$ cat src/mmpid_pkg.sv
// Shared types and constants of the four-motor PID speed controller.
// Used by the controller, the datapath and the top level; depends on nothing.
package mmpid_pkg;

    localparam int MAX_REGS  = 4;
    localparam int DIV_STEPS = 7;

    localparam logic [15:0] GAIN_P_RESET = 16'd128;
    localparam logic [15:0] GAIN_I_RESET = 16'd26;
    localparam logic [15:0] GAIN_D_RESET = 16'd13;

    typedef enum logic [2:0] {
        REG_GAIN_P  = 3'd0,
        REG_GAIN_I  = 3'd1,
        REG_GAIN_D  = 3'd2,
        REG_MAX_SP0 = 3'd3,
        REG_MAX_SP1 = 3'd4,
        REG_MAX_SP2 = 3'd5,
        REG_MAX_SP3 = 3'd6,
        REG_NONE    = 3'd7
    } reg_index_t;

    typedef enum logic [3:0] {
        OP_NOP,
        OP_GATE,
        OP_SPEED,
        OP_ERR,
        OP_SUM,
        OP_MULP,
        OP_MULD,
        OP_MULI,
        OP_ADD,
        OP_ABS,
        OP_CLAMP,
        OP_DIV,
        OP_COMMIT
    } dp_op_t;

    typedef struct packed {
        logic   load;
        dp_op_t op;
    } dp_cmd_t;

    typedef struct packed {
        logic skip;
    } dp_sts_t;

endpackage

$ cat src/mmpid_ctrl.sv
// Sequencer of the PID speed controller: steps the datapath through one update.
// Depends on mmpid_pkg for the command and status types.
module mmpid_ctrl
    import mmpid_pkg::*;
(
    input  logic    clk,
    input  logic    rst_n,
    input  logic    in_valid,
    output logic    in_stall,
    output logic    out_valid,
    input  logic    out_stall,
    output dp_cmd_t cmd,
    input  dp_sts_t sts
);

    typedef enum logic [3:0] {
        S_IDLE, S_GATE, S_SPEED, S_ERR, S_SUM, S_MULP, S_MULD,
        S_MULI, S_ADD, S_ABS, S_CLAMP, S_DIV, S_COMMIT
    } state_t;

    localparam int CW = $clog2(DIV_STEPS);

    state_t         state_reg, state_next;
    logic [CW-1:0]  div_cnt_reg, div_cnt_next;
    logic           out_valid_reg, out_valid_next;
    logic           out_free;

    assign out_free  = !(out_valid_reg && out_stall);
    assign in_stall  = (state_reg != S_IDLE);
    assign out_valid = out_valid_reg;

    always_comb
    begin
        state_next     = state_reg;
        div_cnt_next   = div_cnt_reg;
        out_valid_next = out_valid_reg && out_stall;
        cmd.load       = 1'b0;
        cmd.op         = OP_NOP;
        unique case (state_reg)
            S_IDLE:
            begin
                cmd.load = in_valid;
                if (in_valid)
                begin
                    state_next = S_GATE;
                end
            end
            S_GATE:
            begin
                cmd.op     = OP_GATE;
                state_next = sts.skip ? S_IDLE : S_SPEED;
            end
            S_SPEED:
            begin
                cmd.op     = OP_SPEED;
                state_next = S_ERR;
            end
            S_ERR:
            begin
                cmd.op     = OP_ERR;
                state_next = S_SUM;
            end
            S_SUM:
            begin
                cmd.op     = OP_SUM;
                state_next = S_MULP;
            end
            S_MULP:
            begin
                cmd.op     = OP_MULP;
                state_next = S_MULD;
            end
            S_MULD:
            begin
                cmd.op     = OP_MULD;
                state_next = S_MULI;
            end
            S_MULI:
            begin
                cmd.op     = OP_MULI;
                state_next = S_ADD;
            end
            S_ADD:
            begin
                cmd.op     = OP_ADD;
                state_next = S_ABS;
            end
            S_ABS:
            begin
                cmd.op     = OP_ABS;
                state_next = S_CLAMP;
            end
            S_CLAMP:
            begin
                cmd.op       = OP_CLAMP;
                div_cnt_next = '0;
                state_next   = S_DIV;
            end
            S_DIV:
            begin
                cmd.op       = OP_DIV;
                div_cnt_next = div_cnt_reg + 1'b1;
                if (div_cnt_reg == CW'(DIV_STEPS - 1))
                begin
                    state_next = S_COMMIT;
                end
            end
            S_COMMIT:
            begin
                // The result register is only overwritten once its transfer is done.
                if (out_free)
                begin
                    cmd.op         = OP_COMMIT;
                    out_valid_next = 1'b1;
                    state_next     = S_IDLE;
                end
            end
            default:
            begin
                state_next = S_IDLE;
            end
        endcase
    end

    always_ff @(posedge clk or negedge rst_n)
    begin
        if (!rst_n)
        begin
            state_reg     <= S_IDLE;
            div_cnt_reg   <= '0;
            out_valid_reg <= 1'b0;
        end
        else
        begin
            state_reg     <= state_next;
            div_cnt_reg   <= div_cnt_next;
            out_valid_reg <= out_valid_next;
        end
    end

endmodule

$ cat config.mk
export PLATFORM = sky130hd
export DESIGN_NAME = mmpid_ctrl
export DESIGN_NICKNAME = d
export VERILOG_FILES = /design/src/mmpid_pkg.sv /design/src/mmpid_ctrl.sv
export SDC_FILE = /design/constraint.sdc
export NUM_CORES = 1
export LEC_CHECK = 0
export BUFFER_PORTS_ARGS = -buffer_cell sky130_fd_sc_hd__buf_2
export CORE_AREA = 2 2 39 41
export CTS_BUF_LIST = sky130_fd_sc_hd__clkbuf_4 sky130_fd_sc_hd__clkbuf_8 sky130_fd_sc_hd__clkbuf_16
export DETAILED_ROUTE_END_ITERATION = 8
export DIE_AREA = 0 0 41 43
export PLACE_DENSITY = 0.72
export SYNTH_ARGS = -nofsm -noshare
export SYNTH_HDL_FRONTEND = slang
export SYNTH_SLANG_ARGS = --single-unit
export TNS_END_PERCENT = 5
$ cat constraint.sdc
create_clock -name clk -period 3.5 [get_ports clk]
set_input_delay 0.175 -clock clk [delete_from_list [all_inputs] [get_ports clk]]
set_output_delay 0.175 -clock clk [all_outputs]
set_load 0.01 [all_outputs]
# Word level (Yosys, flattened, before mapping)
# Cells that the tools add are included.
# totals
ff_bits	8
latchBits	0
ramBits	0
rom_bits	0
out_inout_bits	7
wordCells	35
n_memories	0
# op_classes
n_addsub	1
mul	0
div	0
n_lt_le_gt_ge	0
n_eq_ne	16
n_shift	0
n_mux	10
n_bitwise	0
reduce_logical	5
# ops
op	n
one-hot mux 4 bit (13 select lines)	1
one-hot mux 4 bit (12 select lines)	1
equality test 4 bit (second input constant)	5
equality test 4 x 3 -> 1 bit (second input constant)	4
two-way mux 4 bit	4
equality test 4 x 2 -> 1 bit (second input constant)	2
inequality test 2 bit (second input constant)	3
one-hot mux 3 bit (2 select lines)	1
equality test 4 x 1 -> 1 bit (second input constant)	1
logical NOT 4 bit	1
nonzero test 4 bit	1
adder 3 x 1 -> 3 bit (second input constant)	1
equality test 3 bit (second input constant)	1
AND reduction 3 bit	1
two-way mux 1 bit	2
two-way mux 2 bit	1
nonzero test 2 bit	1
logical AND 1 bit	1

# Longest topological paths before layout
# logic_depth
ltp_word	3
depth_mapped	5
mapped_depth_nobuf	5

# Worst setup path after synthesis
# Ideal clock, no wire load.
# synth_path
path_kind	flip-flop to output port
from	reg state_reg[0]
to	out cmd[2] (netlist bit)
arrival_time_ps	1012
slack_ps	2313
stages_incl_launch_ff	5
path_buffers	1
cell_sequence	dfrtp_1 > buf_2 > nor2_1 > nand2_1 > a21oi_1
# synth_lines
item	line	text
from (decl)	mmpid_ctrl.sv:23	state_t state_reg, state_next;
from (signal assigned)	mmpid_ctrl.sv:135	state_reg <= state_next;
to (decl)	mmpid_ctrl.sv:12	output dp_cmd_t cmd,

==> impl_metrics.json <==
{
  "post-route-cell-area_um2": 591,
  "total_power_mw": 0.528,
  "syn_area_um2": 515,
  "synth_edf_count": 0,
  "antenna_found_initial": 0,
  "place_hpwl_um": 696,
  "synth_most_common_cell": "nand2_1",
  "synth.avg_cell_area_um2": 9.55,
  "hp-class": "input pin to flip-flop",
  "largest_reg_flops": 4,
  "synth_top_family_by_area": "compound AO/OA/AOI/OAI gates",
  "drt_iter0_markers": 6,
  "grt_max_degree": 14,
  "clk_path_buf_depth": 2,
  "clock_skew_ns": 0.00297,
  "port_buffers": 11,
  "dr.pass1.iters": 4,
  "rsz0062_at_grt": "false",
  "fmax_mhz": 654,
  "grt_pass1_wl_mm": 1.56,
  "postSynthCellCount": 54,
  "fin_ws_ns": 1.97,
  "grt_pass1_vias": 350,
  "utilization": 0.427,
  "n_antenna_cell": 0,
  "async_flop_share": 1.00,
  "drv_slew": 0,
  "grt.total_usage": 0.136,
  "slew_headroom": 0.720,
  "startpoint_type": "flip-flop",
  "synth_fa_ha_area_frac": 0.0485,
  "whs_ns": 0.125,
  "die_w_um": 41,
  "setup_viol": 0,
  "coreArea_mm2": 0.00138,
  "cts_resized": 0,
  "cts.sinks": 8,
  "tritoncts": "done",
  "area_growth_pct": 14.6,
  "required_ns": 3.32,
  "h-tree-depth": 1,
  "routed_wl_um": 949,
  "die-area_mm2": 0.00176,
  "drc": 0,
  "initial_utilization": 0.373,
  "fin_crit_sh": 0.437,
  "tns_ns": 0,
  "globalplace.congestion": 0.732,
  "synth_common_cells": "nand2_1 (12), dfrtp_1 (8), o21ai_1 (4), nor2_1 (3), o31ai_1 (3)",
  "tightest_slew_ns": 0.415,
  "cts.clk_slew.worst_paths_ns": 0.06,
  "pin_count": 12,
  "cp-end-kind": "output port",
  "fin_nets": 74,
  "synth-seq-cells": 8,
  "hold_violations": 0,
  "synthMuxAreaShare": 0,
  "synth_nets": 61,
  "yosysTopAreaCell": "dfrtp_1",
  "detail_route.wl_per_cell_um": 11.7,
  "cts_root_buffer": "clkbuf_4",
  "crit_arrival_ns": 1.35,
  "place_ws_ns": 2.23,
  "finalCriticalPeriod_ns": 1.53,
  "p_leak_nw": 0.285,
  "ir_worst_vdd_mv": 0.381,
  "worst-setup-path-type": "flip-flop to output port",
  "filler_cell_count": 139,
  "vias_per_cell": 5.09,
  "synth-compound-area-share": 0.245,
  "place_area_um2": 558,
  "cp_max_fo": 13,
  "dr_total_vias": 412,
  "drive_above_1_share": 0.292,
  "yosys.cell_types.count": 23,
  "synth-xor-area-share": 0,
  "p_per_area_mw_per_mm2": 893,
  "synth_ff_type": "dfrtp_1",
  "yosys_warnings": 0,
  "die_height_um": 43,
  "numCtsBuffers": 3,
  "yosysSeqAreaShare": 0.388,
  "grt_remaining_overflow": 0,
  "synthTopCellsByArea": "dfrtp_1 (39%), nand2_1 (8.7%), ha_1 (4.9%)",
  "status": "complete, no violations",
  "cap_violations": 0,
  "synth_top_cell_area_share": 0.388,
  "cts_setup_buffers": 0,
  "synthSimpleGateAreaFrac": 0.240,
  "dp_cells": 77,
  "final_cells": 81,
  "clkLatencyLatePin_ns": 0.25,
  "std_cell_rows": 14,
  "antenna_left": 0
}
## cell type report
cell class,instances,area (um2),share of cell area
inverter,2,7.51,0.0127
clock buffer,3,22.5,0.0381
multi-input combinational,40,275,0.466
sequential,8,200,0.339
tap,16,20.0,0.0339
timing repair buffer,12,65.1,0.110
## what timing repair did
| action | CTS | global route |
|---|---|---|
| setup endpoints to repair | 0 | 0 |
| hold buffers | 1 | 0 |
| hold endpoints to repair | 8 | 0 |
## cell usage in the layout (no fill, tap or decap)
cell / n
o21ai_0: 1
nand2b_1: 1
nand3b_4: 1
o31ai_1: 3
ha_1: 2
o21ai_1: 4
dfrtp_1: 8
and2_1: 2
inv_1: 2
clkbuf_4: 3
nor4bb_1: 1
nand2_1: 12
a311oi_2: 1
dlygate4sd3_1: 1
nor2_1: 3
or3_1: 1
a21boi_1: 1
o211ai_2: 1
and3_1: 1
a21oi_1: 2
buf_2: 11
nor4_1: 1
a221oi_2: 1
a21boi_4: 1
## worst max-delay path, cell delays in order, from the launching register on
cell and delay [ns]:
dfrtp_1 0.52, nor2_1 0.22, nand2_1 0.09, a21boi_1 0.14
buf_2 0.14
## cell families (layout without fill, tap and decap cells)
logic type,Yosys count,count (layout)
fa+ha+maj,2,2
buf+inv,6,17
flops,8,8
simple gates,23,23
compound gates,15,15
## per-layer routing
layer / up-vias / wire length (um) / GRT usage
li1: 214 / - / -
met1: 186 / 470 / 0.212
met2: 10 / 410 / 0.147
met3: 2 / 61 / 0.0419
met4: 0 / 6 / 0.100
met5: - / 0 / 0
## power by group
part | switching, mW | leakage (nW) | internal, mW
Sequential | 0.0887 | 0.0990 | 0.133
Clock | 0.0312 | 0.0138 | 0.0392
Combinational | 0.117 | 0.172 | 0.119
Total | 0.237 | 0.285 | 0.291
## path summary, 6_finish.rpt
kind                       slack [ns]        endpoint      startpoint  cells past startpoint
min reg2reg                      0.53  div_cnt_reg[1]  div_cnt_reg[1]                      2
max reg2reg                      2.22    state_reg[2]    state_reg[0]                      3
max in group asynchronous        3.04    state_reg[2]           rst_n                      2
min in group asynchronous        0.29  div_cnt_reg[1]           rst_n                      2
max                              1.97          cmd[3]    state_reg[0]                      4
min                              0.12    state_reg[1]             sts                      2
Power figures use the tool's default switching activity.
